### config.mk
export PLATFORM = sky130hd
export DESIGN_NAME = longest_remaining_job_scheduler
export DESIGN_NICKNAME = d
export VERILOG_FILES = /design/src/rtl/lrjs_pkg.sv /design/src/rtl/longest_remaining_job_scheduler.sv /design/src/rtl/lrjs_ctrl.sv /design/src/rtl/lrjs_dp.sv
export SDC_FILE = /design/constraint.sdc
export NUM_CORES = 1
export LEC_CHECK = 0
export BUFFER_PORTS_ARGS = -buffer_cell sky130_fd_sc_hd__buf_2
export CAP_MARGIN = 20
export CELL_PAD_IN_SITES_DETAIL_PLACEMENT = 1
export CELL_PAD_IN_SITES_GLOBAL_PLACEMENT = 2
export CORE_ASPECT_RATIO = 1.25
export CORE_MARGIN = 4
export CORE_UTILIZATION = 51
export CTS_BUF_LIST = sky130_fd_sc_hd__clkbuf_4 sky130_fd_sc_hd__clkbuf_8 sky130_fd_sc_hd__clkbuf_16
export CTS_CLUSTER_SIZE = 25
export DETAILED_ROUTE_END_ITERATION = 8
export GPL_TIMING_DRIVEN = 1
export PLACE_DENSITY = 0.94
export SETUP_SLACK_MARGIN = 0.15
export SLEW_MARGIN = 40
export SYNTH_ARGS = -nofsm -noshare
export SYNTH_HDL_FRONTEND = slang
export SYNTH_SLANG_ARGS = --single-unit
### constraint.sdc
create_clock -name clk -period 14 [get_ports clk]
set_clock_uncertainty 0.1 [all_clocks]
set_input_delay 2.1 -clock clk [delete_from_list [all_inputs] [get_ports clk]]
set_output_delay 2.1 -clock clk [all_outputs]
set_load 0.03 [all_outputs]
### src/rtl/lrjs_pkg.sv
`timescale 1ns / 1ps
// lrjs_pkg: shared types and constants of the longest remaining job scheduler
// used by lrjs_ctrl, lrjs_dp and longest_remaining_job_scheduler
package lrjs_pkg;

	localparam int SLOTS_DEF     = 8;
	localparam int TIME_BITS_DEF = 16;
	localparam int JOB_W         = 8;
	localparam int FIELD_W       = 16;

	localparam logic REQ_ADD  = 1'b0;
	localparam logic REQ_TICK = 1'b1;

	typedef enum logic [2:0] {
		ST_IDLE,
		ST_ADD,
		ST_SCAN,
		ST_DRAIN,
		ST_UPDATE,
		ST_FINISH
	} state_t;

	typedef struct packed {
		logic capture;
		logic add_commit;
		logic scan_rd;
		logic tick_update;
		logic tick_finish;
	} cmd_t;

	typedef struct packed {
		logic scan_last;
	} status_t;

endpackage

### src/rtl/longest_remaining_job_scheduler.sv
`timescale 1ns / 1ps
// longest_remaining_job_scheduler: an add request runs through the ADD state, a tick request
// through SCAN, DRAIN, UPDATE and FINISH; the slot scan reads one table slot per cycle
// through a single read port. busy stays high until the result is on the ports, and the
// next start is taken in the cycle that done is high. Results cannot be stalled.
// arst_n clears all slots and the time counter; slot payload needs no clearing.
// depends on lrjs_pkg, lrjs_ctrl, lrjs_dp
module longest_remaining_job_scheduler #(
	parameter int SLOTS     = lrjs_pkg::SLOTS_DEF,
	parameter int TIME_BITS = lrjs_pkg::TIME_BITS_DEF
) (
	input  logic                         clk,
	input  logic                         arst_n,
	input  logic                         start,
	output logic                         busy,
	input  logic                         req_type,
	input  logic [lrjs_pkg::JOB_W-1:0]   job_id,
	input  logic [lrjs_pkg::FIELD_W-1:0] arrival_time,
	input  logic [lrjs_pkg::FIELD_W-1:0] burst_length,
	output logic                         done,
	output logic                         accepted,
	output logic                         ran_valid,
	output logic [lrjs_pkg::JOB_W-1:0]   ran_job,
	output logic                         finished,
	output logic [lrjs_pkg::FIELD_W-1:0] completion_time,
	output logic [lrjs_pkg::FIELD_W-1:0] turnaround_time,
	output logic [lrjs_pkg::FIELD_W-1:0] waiting_time
);

	lrjs_pkg::cmd_t    cmd;
	lrjs_pkg::status_t sts;

	lrjs_ctrl u_ctrl (
		.clk      (clk),
		.arst_n   (arst_n),
		.start    (start),
		.req_type (req_type),
		.sts      (sts),
		.cmd      (cmd),
		.busy     (busy)
	);

	lrjs_dp #(
		.SLOTS     (SLOTS),
		.TIME_BITS (TIME_BITS)
	) u_dp (
		.clk             (clk),
		.arst_n          (arst_n),
		.cmd             (cmd),
		.sts             (sts),
		.job_id          (job_id),
		.arrival_time    (arrival_time),
		.burst_length    (burst_length),
		.done            (done),
		.accepted        (accepted),
		.ran_valid       (ran_valid),
		.ran_job         (ran_job),
		.finished        (finished),
		.completion_time (completion_time),
		.turnaround_time (turnaround_time),
		.waiting_time    (waiting_time)
	);

endmodule

### src/rtl/lrjs_ctrl.sv
`timescale 1ns / 1ps
// lrjs_ctrl: request sequencer of the scheduler (add, slot scan, update, report)
// depends on lrjs_pkg for state, command and status types
module lrjs_ctrl (
	input  logic              clk,
	input  logic              arst_n,
	input  logic              start,
	input  logic              req_type,
	input  lrjs_pkg::status_t sts,
	output lrjs_pkg::cmd_t    cmd,
	output logic              busy
);

	lrjs_pkg::state_t state_q;
	lrjs_pkg::state_t state_d;

	always_ff @(posedge clk or negedge arst_n) begin
		if (!arst_n) begin
			state_q <= lrjs_pkg::ST_IDLE;
		end else begin
			state_q <= state_d;
		end
	end

	always_comb begin
		state_d = state_q;
		cmd     = '0;
		busy    = 1'b1;
		case (state_q)
			lrjs_pkg::ST_IDLE: begin
				busy = 1'b0;
				if (start) begin
					cmd.capture = 1'b1;
					state_d = (req_type == lrjs_pkg::REQ_TICK) ? lrjs_pkg::ST_SCAN
					                                           : lrjs_pkg::ST_ADD;
				end
			end
			lrjs_pkg::ST_ADD: begin
				cmd.add_commit = 1'b1;
				state_d = lrjs_pkg::ST_IDLE;
			end
			lrjs_pkg::ST_SCAN: begin
				cmd.scan_rd = 1'b1;
				if (sts.scan_last) begin
					state_d = lrjs_pkg::ST_DRAIN;
				end
			end
			lrjs_pkg::ST_DRAIN: begin
				state_d = lrjs_pkg::ST_UPDATE;
			end
			lrjs_pkg::ST_UPDATE: begin
				cmd.tick_update = 1'b1;
				state_d = lrjs_pkg::ST_FINISH;
			end
			lrjs_pkg::ST_FINISH: begin
				cmd.tick_finish = 1'b1;
				state_d = lrjs_pkg::ST_IDLE;
			end
			default: begin
				state_d = lrjs_pkg::ST_IDLE;
			end
		endcase
	end

endmodule

### src/rtl/lrjs_dp.sv
`timescale 1ns / 1ps
// lrjs_dp: slot table, slot scan compare, time counter and result registers
// depends on lrjs_pkg for command and status types and field widths
module lrjs_dp #(
	parameter int SLOTS     = lrjs_pkg::SLOTS_DEF,
	parameter int TIME_BITS = lrjs_pkg::TIME_BITS_DEF
) (
	input  logic                         clk,
	input  logic                         arst_n,
	input  lrjs_pkg::cmd_t               cmd,
	output lrjs_pkg::status_t            sts,
	input  logic [lrjs_pkg::JOB_W-1:0]   job_id,
	input  logic [lrjs_pkg::FIELD_W-1:0] arrival_time,
	input  logic [lrjs_pkg::FIELD_W-1:0] burst_length,
	output logic                         done,
	output logic                         accepted,
	output logic                         ran_valid,
	output logic [lrjs_pkg::JOB_W-1:0]   ran_job,
	output logic                         finished,
	output logic [lrjs_pkg::FIELD_W-1:0] completion_time,
	output logic [lrjs_pkg::FIELD_W-1:0] turnaround_time,
	output logic [lrjs_pkg::FIELD_W-1:0] waiting_time
);

	localparam int IDX_W = $clog2(SLOTS);
	localparam int JW    = lrjs_pkg::JOB_W;
	localparam int FW    = lrjs_pkg::FIELD_W;

	// slot table payload
	logic [JW-1:0]        mem_job  [SLOTS];
	logic [TIME_BITS-1:0] mem_arr  [SLOTS];
	logic [TIME_BITS-1:0] mem_rem  [SLOTS];
	logic [TIME_BITS-1:0] mem_orig [SLOTS];

	logic [SLOTS-1:0]     used_q;
	logic [TIME_BITS-1:0] time_q;

	logic [JW-1:0]        job_q;
	logic [TIME_BITS-1:0] arr_q;
	logic [TIME_BITS-1:0] burst_q;

	logic [IDX_W-1:0]     cnt_q;

	logic                 rd_valid_s1;
	logic [IDX_W-1:0]     rd_idx_s1;
	logic [JW-1:0]        rd_job_s1;
	logic [TIME_BITS-1:0] rd_arr_s1;
	logic [TIME_BITS-1:0] rd_rem_s1;
	logic [TIME_BITS-1:0] rd_orig_s1;

	logic                 best_valid_q;
	logic [IDX_W-1:0]     best_idx_q;
	logic [JW-1:0]        best_job_q;
	logic [TIME_BITS-1:0] best_arr_q;
	logic [TIME_BITS-1:0] best_rem_q;
	logic [TIME_BITS-1:0] best_orig_q;

	logic [TIME_BITS-1:0] tat_q;
	logic                 done_q;

	logic                 free_found;
	logic [IDX_W-1:0]     free_idx;
	logic                 add_ok;
	logic                 cand_ready;
	logic                 cand_better;
	logic [TIME_BITS-1:0] time_next;
	logic                 best_last;

	// lowest free slot
	always_comb begin
		free_found = 1'b0;
		free_idx   = '0;
		for (int i = SLOTS - 1; i >= 0; i--) begin
			if (!used_q[i]) begin
				free_found = 1'b1;
				free_idx   = IDX_W'(i);
			end
		end
	end

	assign add_ok    = cmd.add_commit && free_found && (burst_q != '0);
	assign time_next = (time_q != '1) ? time_q + 1'b1 : time_q;
	assign best_last = (best_rem_q == TIME_BITS'(1));

	assign cand_ready  = used_q[rd_idx_s1] && (rd_rem_s1 != '0) && (rd_arr_s1 <= time_q);
	assign cand_better = !best_valid_q || (rd_rem_s1 > best_rem_q) ||
	                     ((rd_rem_s1 == best_rem_q) && (rd_arr_s1 < best_arr_q));

	assign sts.scan_last = (cnt_q == IDX_W'(SLOTS - 1));

	always_ff @(posedge clk) begin
		if (cmd.capture) begin
			job_q   <= job_id;
			arr_q   <= TIME_BITS'(arrival_time);
			burst_q <= TIME_BITS'(burst_length);
		end
	end

	// table write and scan read
	always_ff @(posedge clk) begin
		if (add_ok) begin
			mem_job[free_idx]  <= job_q;
			mem_arr[free_idx]  <= arr_q;
			mem_rem[free_idx]  <= burst_q;
			mem_orig[free_idx] <= burst_q;
		end else if (cmd.tick_update && best_valid_q) begin
			mem_rem[best_idx_q] <= best_rem_q - 1'b1;
		end
		if (cmd.scan_rd) begin
			rd_idx_s1  <= cnt_q;
			rd_job_s1  <= mem_job[cnt_q];
			rd_arr_s1  <= mem_arr[cnt_q];
			rd_rem_s1  <= mem_rem[cnt_q];
			rd_orig_s1 <= mem_orig[cnt_q];
		end
	end

	always_ff @(posedge clk or negedge arst_n) begin
		if (!arst_n) begin
			used_q       <= '0;
			time_q       <= '0;
			cnt_q        <= '0;
			rd_valid_s1  <= 1'b0;
			best_valid_q <= 1'b0;
			done_q       <= 1'b0;
		end else begin
			rd_valid_s1 <= cmd.scan_rd;
			done_q      <= cmd.add_commit || cmd.tick_finish;
			if (cmd.capture) begin
				cnt_q        <= '0;
				best_valid_q <= 1'b0;
			end else if (cmd.scan_rd) begin
				cnt_q <= cnt_q + 1'b1;
			end
			if (rd_valid_s1 && cand_ready && cand_better) begin
				best_valid_q <= 1'b1;
			end
			if (add_ok) begin
				used_q[free_idx] <= 1'b1;
			end else if (cmd.tick_update && best_valid_q && best_last) begin
				used_q[best_idx_q] <= 1'b0;
			end
			if (cmd.tick_update) begin
				time_q <= time_next;
			end
		end
	end

	always_ff @(posedge clk) begin
		if (rd_valid_s1 && cand_ready && cand_better) begin
			best_idx_q  <= rd_idx_s1;
			best_job_q  <= rd_job_s1;
			best_arr_q  <= rd_arr_s1;
			best_rem_q  <= rd_rem_s1;
			best_orig_q <= rd_orig_s1;
		end
		if (cmd.tick_update) begin
			tat_q <= time_next - best_arr_q;
		end
	end

	// result registers
	always_ff @(posedge clk) begin
		if (cmd.add_commit) begin
			accepted        <= add_ok;
			ran_valid       <= 1'b0;
			ran_job         <= '0;
			finished        <= 1'b0;
			completion_time <= '0;
			turnaround_time <= '0;
			waiting_time    <= '0;
		end else if (cmd.tick_finish) begin
			accepted        <= 1'b1;
			ran_valid       <= best_valid_q;
			ran_job         <= best_valid_q ? best_job_q : '0;
			finished        <= best_valid_q && best_last;
			completion_time <= '0;
			turnaround_time <= '0;
			waiting_time    <= '0;
			if (best_valid_q && best_last) begin
				completion_time <= FW'(time_q);
				turnaround_time <= FW'(tat_q);
				waiting_time    <= (tat_q >= best_orig_q) ? FW'(tat_q - best_orig_q) : '0;
			end
		end
	end

	assign done = done_q;

endmodule

==> metrics.txt, run 1 <==
antenna cell count 0; synthesized instance count about 1700; kind of cell with the highest combined delay on the critical path compound AO/OA/AOI/OAI gates; routed len/inst between 20 and 30 µm; fraction of final layout cells sized beyond drive strength 1 24.1%; Cell Chain, Critical Path ha_1 > nand2_1 > nor3_1 > nand3_1 > a21oi_1 > inv_1 > ha_1 > nor2b_1 > o31ai_1 > a21oi_1 > o21ai_0 > nand2_1 > o311ai_0; I/O pin total ~110; Synth Area in XOR/XNOR between 1.5 and 2%; total overflow reported by the global router 0; syn_nets between 1500 and 2000; DIE WIDTH between 200 and 250 µm; total of warnings raised by yosys 0; fraction of the yosys area taken by sequential cells a little under three quarters; number of library cell types mapped by synthesis 63; clock transition at the registers of the reported paths approximately 0.060 ns; category of the critical setup timing path reg -> reg; worst-case clock buffer depth 3; launching element type of the critical path flip-flop; setup TNS 0 ns; average via count per standard cell 6.12; period utilisation layout between 30% and 40%; buffer count from post-CTS setup fixing 0; FP Rows between 90 and 100; via count of the first global-routing pass between 15000 and 20000; area growth from synthesis to final layout 13.8%; max-slew violation count 0; Final Hold Violating Endpoints 0; clock root buffer sky130_fd_sc_hd__clkbuf_16; Yosys top cell by area sky130_fd_sc_hd__edfxtp_1; Total Wirelength roughly 74000 µm; register bit total from synthesis slightly above 700; required time at the worst-slack endpoint 14.33 ns; total leakage power 0.0115 µW; minimum clock period approximately 4.5 ns; latest clock arrival within the worst-skew pair ~0.63 ns; Synth Area in Adders ~3.7%; floorplan core area approximately 0.056 mm²; Post-synth ARST share roughly 4.6%; combined buffer and inverter count along the critical path 1; Tot GR Track Use about a quarter; number of iterations in the first detailed-routing pass 5; startpoint of the lowest-slack register-to-register path u_dp.time_q[0]; Inserted Clock Buffers 69; setup repair after global routing missed its margin false; synthesized-area fraction occupied by ao, oa, aoi and oai cells around 5.5%; slowest stage cell on the critical path sky130_fd_sc_hd__nand3_1; worst stage delay on the critical path ~0.54 ns; pin count of the biggest net entering global routing 60; ys flop type sky130_fd_sc_hd__edfxtp_1; power dissipated by switching net loads between 2000 and 2500 µW; CTS tree yes; Final #Nets around 1900; Post-DRT Antenna Nets 0; fin cells around 2600; vias after detailed routing about 16000; worst slack after detailed placement 9.70 ns; wire length of the first global-routing pass roughly 110000 µm; data arrival time at the worst-slack endpoint around 4.8 ns; Max Clock Freq around 220 MHz; number of clock sinks slightly above 700; portion of netlist area occupied by mux cells 11.3%; number of enable flip-flop cells after synthesis slightly above 600; kind of end point of the critical path flip-flop; Post-Synth Simple-Gate Area about 4.6%; Clk network pwr share 30.1%; sum of net half-perimeters after detailed placement approximately 45000 µm; effective utilization at floorplan 51.6%; # hold bufs at CTS 0; Max-Cap Viols 0; dominant combinational cell family by area after synthesis multiplexers; startpoint of the tightest hold check path u_dp.rd_orig_s1[5]; sequential share of power ~47%; Net Sw Frac a little under a third; initial antenna violation count 0; count of instances resized after the clock tree is built 0; setup ws final ~9.5 ns; H-tree depth 3; number of violations reported at the end of detailed-routing iteration 0 roughly 1600; biggest fanout along the worst timing path 12; internal power component between 4000 and 5000 µW; proportion of netlist area held by the largest area contributor around 64%; Die Ht 275 µm; Slew headroom between 40% and 50%; Netlist Area Pre-Place a little under 0.03 mm²; Pwr per Cell Area between 200 and 250 mW/mm²; cell types with the largest area share after synthesis sky130_fd_sc_hd__edfxtp_1 (64%), sky130_fd_sc_hd__mux4_2 (8.8%), sky130_fd_sc_hd__dfxtp_1 (4.0%), sky130_fd_sc_hd__ha_1 (3.6%), sky130_fd_sc_hd__dfrtp_1 (2.8%); buffers added on ports between 100 and 150; cell total after placement between 2000 and 2500; portion of total power attributed to combinational logic a little under a quarter; Remaining DRCs 0; Min-Delay Path Class reg -> reg; area of the die about 0.061 mm²; weighted congestion reported at the end of routability-driven placement 0.842; Mean Syn Cell Area 17.3 µm²; Tightest Pin Transition 0.820 ns; status finished, final reports clean; maximum vdd drop 106 µV; Finish-stage setup viols 0; start point of the critical path u_dp.time_q[0]
[area by class of cell]
type / instances / area, µm²
multi-input combinational: 815 / 7820
fill: 4987 / 23200
inverter: 85 / 319
clock buffer: 89 / 1910
clock inverter: 39 / 556
timing repair buffer: 134 / 781
tap: 742 / 928
sequential: 714 / 20700
[placed cells by master, fill, tap and decap left out, types with 11 or more instances in the layout]
master,netlist,layout
sky130_fd_sc_hd__buf_2,9,103
sky130_fd_sc_hd__a31oi_1,15,14
sky130_fd_sc_hd__nor3_1,18,16
sky130_fd_sc_hd__nor4_1,16,16
sky130_fd_sc_hd__dfrtp_1,33,30
sky130_fd_sc_hd__ha_1,83,83
sky130_fd_sc_hd__clkbuf_16,0,69
sky130_fd_sc_hd__clkbuf_4,0,14
sky130_fd_sc_hd__a21oi_1,46,46
sky130_fd_sc_hd__o21ai_1,1,13
sky130_fd_sc_hd__a21o_1,13,13
sky130_fd_sc_hd__dfxtp_1,58,58
sky130_fd_sc_hd__o21ai_0,43,31
sky130_fd_sc_hd__buf_4,0,27
sky130_fd_sc_hd__xnor2_1,44,44
sky130_fd_sc_hd__nand2_1,73,73
sky130_fd_sc_hd__inv_1,85,85
sky130_fd_sc_hd__mux2_2,59,59
sky130_fd_sc_hd__mux4_2,114,114
sky130_fd_sc_hd__a22o_1,55,55
sky130_fd_sc_hd__nor2b_1,11,11
sky130_fd_sc_hd__nor2_1,70,61
sky130_fd_sc_hd__nand4_1,18,18
sky130_fd_sc_hd__nand3_1,24,24
sky130_fd_sc_hd__edfxtp_1,623,623
[cells by family after synthesis]
family	after synthesis
DFF	714
and+or+nand+nor	271
AOI/OAI and AO/OA	228
muxes	177
buffers and inverters	152
adders and majority gates	85
xor gates and xnor gates	54
[power groups by stage]
stage	Sequential [µW]	Clock, µW	Combinational (µW)
6_report	3120	1990	1510
5_1_grt	3140	2130	1640
4_1_cts	3110	2030	1520
3_5_place_dp	3150	0	1460
3_3_place_gp	3140	0	1350
2_1_floorplan	2990	0	1070
[worst paths after layout]
| path | slack (ns) | to | cells past startpoint |
|---|---|---|---|
| worst max register to register | 9.54 | u_dp.tat_q[9] | 13 |
| max in group asynchronous | 12.01 | u_dp.cnt_q[0] | 1 |
| min in group asynchronous | 1.36 | u_dp.best_valid_q | 1 |
| worst max-delay path | 9.54 | u_dp.tat_q[9] | 13 |
| worst min-delay path | 0.31 | u_dp.best_orig_q[5] | 0 |
| worst min register to register | 0.31 | u_dp.best_orig_q[5] | 0 |
[layer usage]
metal  vias to the layer above  wire (µm)  track usage, %
li1                       6901          -               -
met1                      8386      27900            29.9
met2                       604      38700            43.7
met3                       141       4230            3.55
met4                         0       2850            9.99
met5                         -          0               0
[worst reg2reg max path: cells and delay by family, from the launching register on]
kind / cells / cell delay, ns
fa+ha+maj: 2 / 0.53
flops: 1 / 0.47
compound gates: 5 / 1.60
buf+inv: 1 / 0.10
simple gates: 5 / 1.46
[metrics by stage]
stage / hold WS, ns / total power (µW) / area [µm²] / util (%)
5_1_grt: 0.326 / 6910 / 33000 / 58.8
2_1_floorplan: 0.300 / 4060 / 29000 / -
6_report: 0.313 / 6620 / 33000 / 58.8
4_1_cts: 0.322 / 6660 / 33000 / 58.7
3_5_place_dp: 0.306 / 4610 / 30500 / 54.4
3_3_place_gp: 0.301 / 4480 / 30500 / 54.3
[registers in the layout (all words and copies together) (netlist names), 16 cells and up]
register / cells
u_dp.arr_q: 16
u_dp.best_arr_q: 16
u_dp.best_orig_q: 16
u_dp.best_rem_q: 16
u_dp.burst_q: 16
u_dp.completion_time: 16
u_dp.mem_arr: 128
u_dp.mem_job: 64
u_dp.mem_orig: 128
u_dp.mem_rem: 128
u_dp.rd_arr_s1: 16
u_dp.rd_orig_s1: 16
u_dp.rd_rem_s1: 16
u_dp.tat_q: 16
u_dp.time_q: 16
u_dp.turnaround_time: 16
u_dp.waiting_time: 16
[cells in the mapped netlist (24+ instances only)]
master and n:
sky130_fd_sc_hd__ha_1 83, sky130_fd_sc_hd__mux2_2 59, sky130_fd_sc_hd__nor2_1 70, sky130_fd_sc_hd__mux4_2 114, sky130_fd_sc_hd__nand2_1 73, sky130_fd_sc_hd__edfxtp_1 623
sky130_fd_sc_hd__xnor2_1 44, sky130_fd_sc_hd__clkbuf_1 51, sky130_fd_sc_hd__a21oi_1 46, sky130_fd_sc_hd__dfrtp_1 33, sky130_fd_sc_hd__dfxtp_1 58, sky130_fd_sc_hd__o21ai_0 43
sky130_fd_sc_hd__inv_1 85, sky130_fd_sc_hd__nand3_1 24, sky130_fd_sc_hd__a22o_1 55
Power figures use the tool's default switching activity.
==> run 2: changes to the inputs <==
- ABC_AREA: default -> 1
- CORE_UTILIZATION: 51 -> 43
- PLACE_DENSITY: 0.94 -> 0.89
- clock period: 14 -> 4.4 ns (I/O delays scaled with it)
==> run 2 against run 1 <==
Effect of this change: highest routed layer unchanged; largest power group unchanged; critical endpoint is now u_dp.tat_q[12]; total power rose to 3.2 times the previous value; setup slack got worse by 8.8 ns; sequential cell count did not move; first-iteration DRC count fell by 4.2%.
==> metrics.txt, run 2 <==
status finished, final reports clean (unchanged); weighted congestion reported at the end of routability-driven placement 0.880 (was 0.842); total overflow reported by the global router 0 (unchanged); most heavily used metal layer in global routing met2 (unchanged); number of iterations in the first detailed-routing pass 5 (unchanged); fraction of the yosys area taken by sequential cells 69.6% (was 71.3%); most common library cells after synthesis sky130_fd_sc_hd__edfxtp_1 (623), sky130_fd_sc_hd__nor2_1 (494), sky130_fd_sc_hd__o21ai_0 (311), sky130_fd_sc_hd__nand2_1 (299), sky130_fd_sc_hd__inv_1 (156) (was sky130_fd_sc_hd__edfxtp_1 (623), sky130_fd_sc_hd__mux4_2 (114), sky130_fd_sc_hd__inv_1 (85), sky130_fd_sc_hd__ha_1 (83), sky130_fd_sc_hd__nand2_1 (73)); data arrival time at the worst-slack endpoint 3.93 ns (was 4.78 ns); most frequent cell after synthesis sky130_fd_sc_hd__edfxtp_1 (unchanged); clock transition at the registers of the reported paths 0.06 ns (about the same); initial antenna violation count 5 (was 0); count of cells along the worst hold path 1 (was 0); Netlist Area Pre-Place 0.0297 mm² (was 0.0290 mm²); buffers added on ports 104 (unchanged); total leakage power 0.0126 µW (was 0.0115 µW); depth of the worst register-to-register path 15 (was 13); setup ws final 0.751 ns (was 9.54 ns); routed len/inst 23.2 µm (was 28.2 µm); met3 track demand over resource 3.47% (was 3.55%); period utilisation layout 82.9% (was 31.8%); setup repair after global routing missed its margin false (unchanged); worst reg2reg setup slack 0.75 ns (was 9.54 ns); Min-Delay Path Class in -> reg (was reg -> reg); average via count per standard cell 5.59 (was 6.12); synthesized-area fraction occupied by ao, oa, aoi and oai cells 10.0% (was 5.45%); I/O pin total 105 (unchanged); buffer count from post-CTS setup fixing 0 (unchanged); H-tree depth 3 (unchanged); met2 usage 39.9% (was 43.7%); floorplan core area 0.0683 mm² (was 0.0562 mm²); number of library cell types mapped by synthesis 45 (was 63); area growth from synthesis to final layout 14.2% (was 13.8%); effective utilization at floorplan 43.5% (was 51.6%); syn_nets 2663 (was 1810); Mean Syn Cell Area 11.7 µm² (was 17.3 µm²); Finish-stage setup viols 0 (unchanged); cell types with the largest area share after synthesis sky130_fd_sc_hd__edfxtp_1 (63%), sky130_fd_sc_hd__nor2_1 (6.2%), sky130_fd_sc_hd__o21ai_0 (5.2%), sky130_fd_sc_hd__dfxtp_1 (3.9%), sky130_fd_sc_hd__nand2_1 (3.8%) (was sky130_fd_sc_hd__edfxtp_1 (64%), sky130_fd_sc_hd__mux4_2 (8.8%), sky130_fd_sc_hd__dfxtp_1 (4.0%), sky130_fd_sc_hd__ha_1 (3.6%), sky130_fd_sc_hd__dfrtp_1 (2.8%)); portion of netlist area occupied by mux cells 0% (was 11.3%); area of the die 0.0734 mm² (was 0.0608 mm²); largest registers u_dp.mem_arr x128, u_dp.mem_orig x128, u_dp.mem_rem x128 (unchanged); register bit total from synthesis 714 (unchanged); required time at the worst-slack endpoint 4.68 ns (was 14.33 ns); startpoint of the lowest-slack register-to-register path u_dp.time_q[1] (was u_dp.time_q[0]); Hold Path Sink u_dp.job_q[2] (was u_dp.best_orig_q[5]); Synth Area in Adders 3.63% (was 3.72%); number of violations reported at the end of detailed-routing iteration 0 1517 (was 1583); pin count of the biggest net entering global routing 136 (was 60); number of clock sinks 714 (unchanged); category of the critical setup timing path reg -> reg (unchanged); sum of net half-perimeters after detailed placement 54600 µm (was 44600 µm); Post-synth ARST share 4.62% (unchanged); Total Power Consumption 21300 µW (was 6620 µW); worst-case clock buffer depth 3 (unchanged); worst slack after detailed placement 0.778 ns (was 9.70 ns); max-slew violation count 0 (unchanged); via count of the first global-routing pass 21431 (was 17401); Final Hold Violating Endpoints 0 (unchanged); Inserted Clock Buffers 74 (was 69); latest clock arrival within the worst-skew pair 0.63 ns (about the same); number of enable flip-flop cells after synthesis 623 (unchanged); met1 demand-to-capacity share in global routing 27.4% (was 29.9%); Post-DRT Antenna Nets 0 (unchanged); Synth Area in XOR/XNOR 1.06% (was 1.63%); most frequent standard cell in the layout excluding fill and tap cells sky130_fd_sc_hd__edfxtp_1 (unchanged); Pwr per Cell Area 627 mW/mm² (was 200 mW/mm²); setup TNS 0 ns (unchanged); proportion of netlist area held by the largest area contributor 63.0% (was 64.5%); reg-to-reg endpoint u_dp.tat_q[12] (was u_dp.tat_q[9]); Slew headroom 48.0% (was 44.0%); maximum vdd drop 417 µV (was 106 µV); kind of end point of the critical path flip-flop (unchanged); total of warnings raised by yosys 0 (unchanged); ys flop type sky130_fd_sc_hd__edfxtp_1 (unchanged); launching element type of the critical path flip-flop (unchanged); CTS tree yes (unchanged); Max-Cap Viols 0 (unchanged); vias after detailed routing 20066 (was 16032); Yosys top cell by area sky130_fd_sc_hd__edfxtp_1 (unchanged); Tot GR Track Use 22.6% (was 24.4%); Final #Nets 2787 (was 1948); wire length of the first global-routing pass 127000 µm (was 111000 µm); Die Ht 302 µm (was 275 µm); synthesized instance count 2534 (was 1681); Post-Synth Simple-Gate Area 12.1% (was 4.59%); DIE WIDTH 243 µm (was 221 µm); Remaining DRCs 0 (unchanged); Total Wirelength 83300 µm (was 73800 µm); FP Rows 107 (was 97); Tightest Pin Transition 0.773 ns (was 0.820 ns); final core utilization 49.7% (was 58.8%); top library cells by usage in the layout, fill and taps aside sky130_fd_sc_hd__edfxtp_1 (623), sky130_fd_sc_hd__nor2_1 (491), sky130_fd_sc_hd__nand2_1 (299) (was sky130_fd_sc_hd__edfxtp_1 (623), sky130_fd_sc_hd__mux4_2 (114), sky130_fd_sc_hd__buf_2 (103)); fraction of final layout cells sized beyond drive strength 1 11.6% (was 24.1%); clock root buffer sky130_fd_sc_hd__clkbuf_16 (unchanged); Max Clock Freq 274 MHz (was 224 MHz); biggest fanout along the worst timing path 5 (was 12); dominant combinational cell family by area after synthesis simple AND/OR/NAND/NOR gates (was multiplexers); minimum clock period 3.65 ns (was 4.46 ns); startpoint of the tightest hold check path job_id[2] (was u_dp.rd_orig_s1[5])
## run 2: timing repair
item | 4_1_cts | 5_1_grt
resized for setup | 0 | 0
endpoints found under the hold margin | 33 | 0
hold buffers | 1 | 0
## run 2: logic make-up after synthesis
logic type,count (synthesis)
compound gates,536
simple gates,896
buf+inv,267
fa+ha+maj,85
flops,714
xor+xnor,36
## run 2: critical path, stage by stage (launching register included)
cell and delay (ns):
sky130_fd_sc_hd__dfrtp_1 0.41, sky130_fd_sc_hd__ha_1 0.27, sky130_fd_sc_hd__inv_1 0.06, sky130_fd_sc_hd__nor2_1 0.19, sky130_fd_sc_hd__nand2_1 0.13, sky130_fd_sc_hd__nor2_2 0.22
sky130_fd_sc_hd__xor2_1 0.23, sky130_fd_sc_hd__inv_1 0.07, sky130_fd_sc_hd__ha_1 0.23, sky130_fd_sc_hd__fa_1 0.44, sky130_fd_sc_hd__o21ai_0 0.30, sky130_fd_sc_hd__a21oi_1 0.27
sky130_fd_sc_hd__o21bai_1 0.26, sky130_fd_sc_hd__nand2_1 0.11, sky130_fd_sc_hd__nand3_1 0.08, sky130_fd_sc_hd__nand2_1 0.05
## run 2: worst max-delay path by stage
stage	startpoint	to	slack (ns)
CTS	u_dp.time_q[1]	u_dp.tat_q[12]	0.74
global route	u_dp.time_q[1]	u_dp.tat_q[12]	0.45
finish	u_dp.time_q[1]	u_dp.tat_q[12]	0.75
detailed placement	u_dp.time_q[1]	u_dp.tat_q[12]	0.78
floorplan	u_ctrl.state_q[2]	u_ctrl.state_q[1]	0.16
global placement	u_dp.time_q[0]	u_dp.tat_q[12]	0.85
## run 2: final cells by class
class / count / area [µm²]
antenna: 1 / 2.50
fill: 7101 / 34300
multi-input combinational: 1553 / 8020
timing repair buffer: 147 / 936
tap: 872 / 1090
inverter: 168 / 642
clock buffer: 90 / 2000
clock inverter: 45 / 533
sequential: 714 / 20700
## run 2: power by group
part	internal (µW)	total, µW	switching [µW]
clock	3760	6470	2710
sequential	8660	9350	687
combinational	1510	5440	3930
total	13900	21300	7320
## run 2: per-layer routing
| layer | routed length (µm) | up-vias |
|---|---|---|
| met3 | 3840 | 173 |
| li1 | - | 9198 |
| met4 | 3710 | 0 |
| met5 | 0 | - |
| met1 | 33600 | 10152 |
| met2 | 42100 | 543 |
## run 2: per-stage QoR
step	std cells	hold WS, ns	instance area (µm²)
after global placement	3453	0.302	31400
final	3590	0.110	33900
after global routing	3589	0.0818	33900
after detailed placement	3453	0.308	31400
after floorplan	2534	0.264	29700
after CTS	3589	0.0704	33900
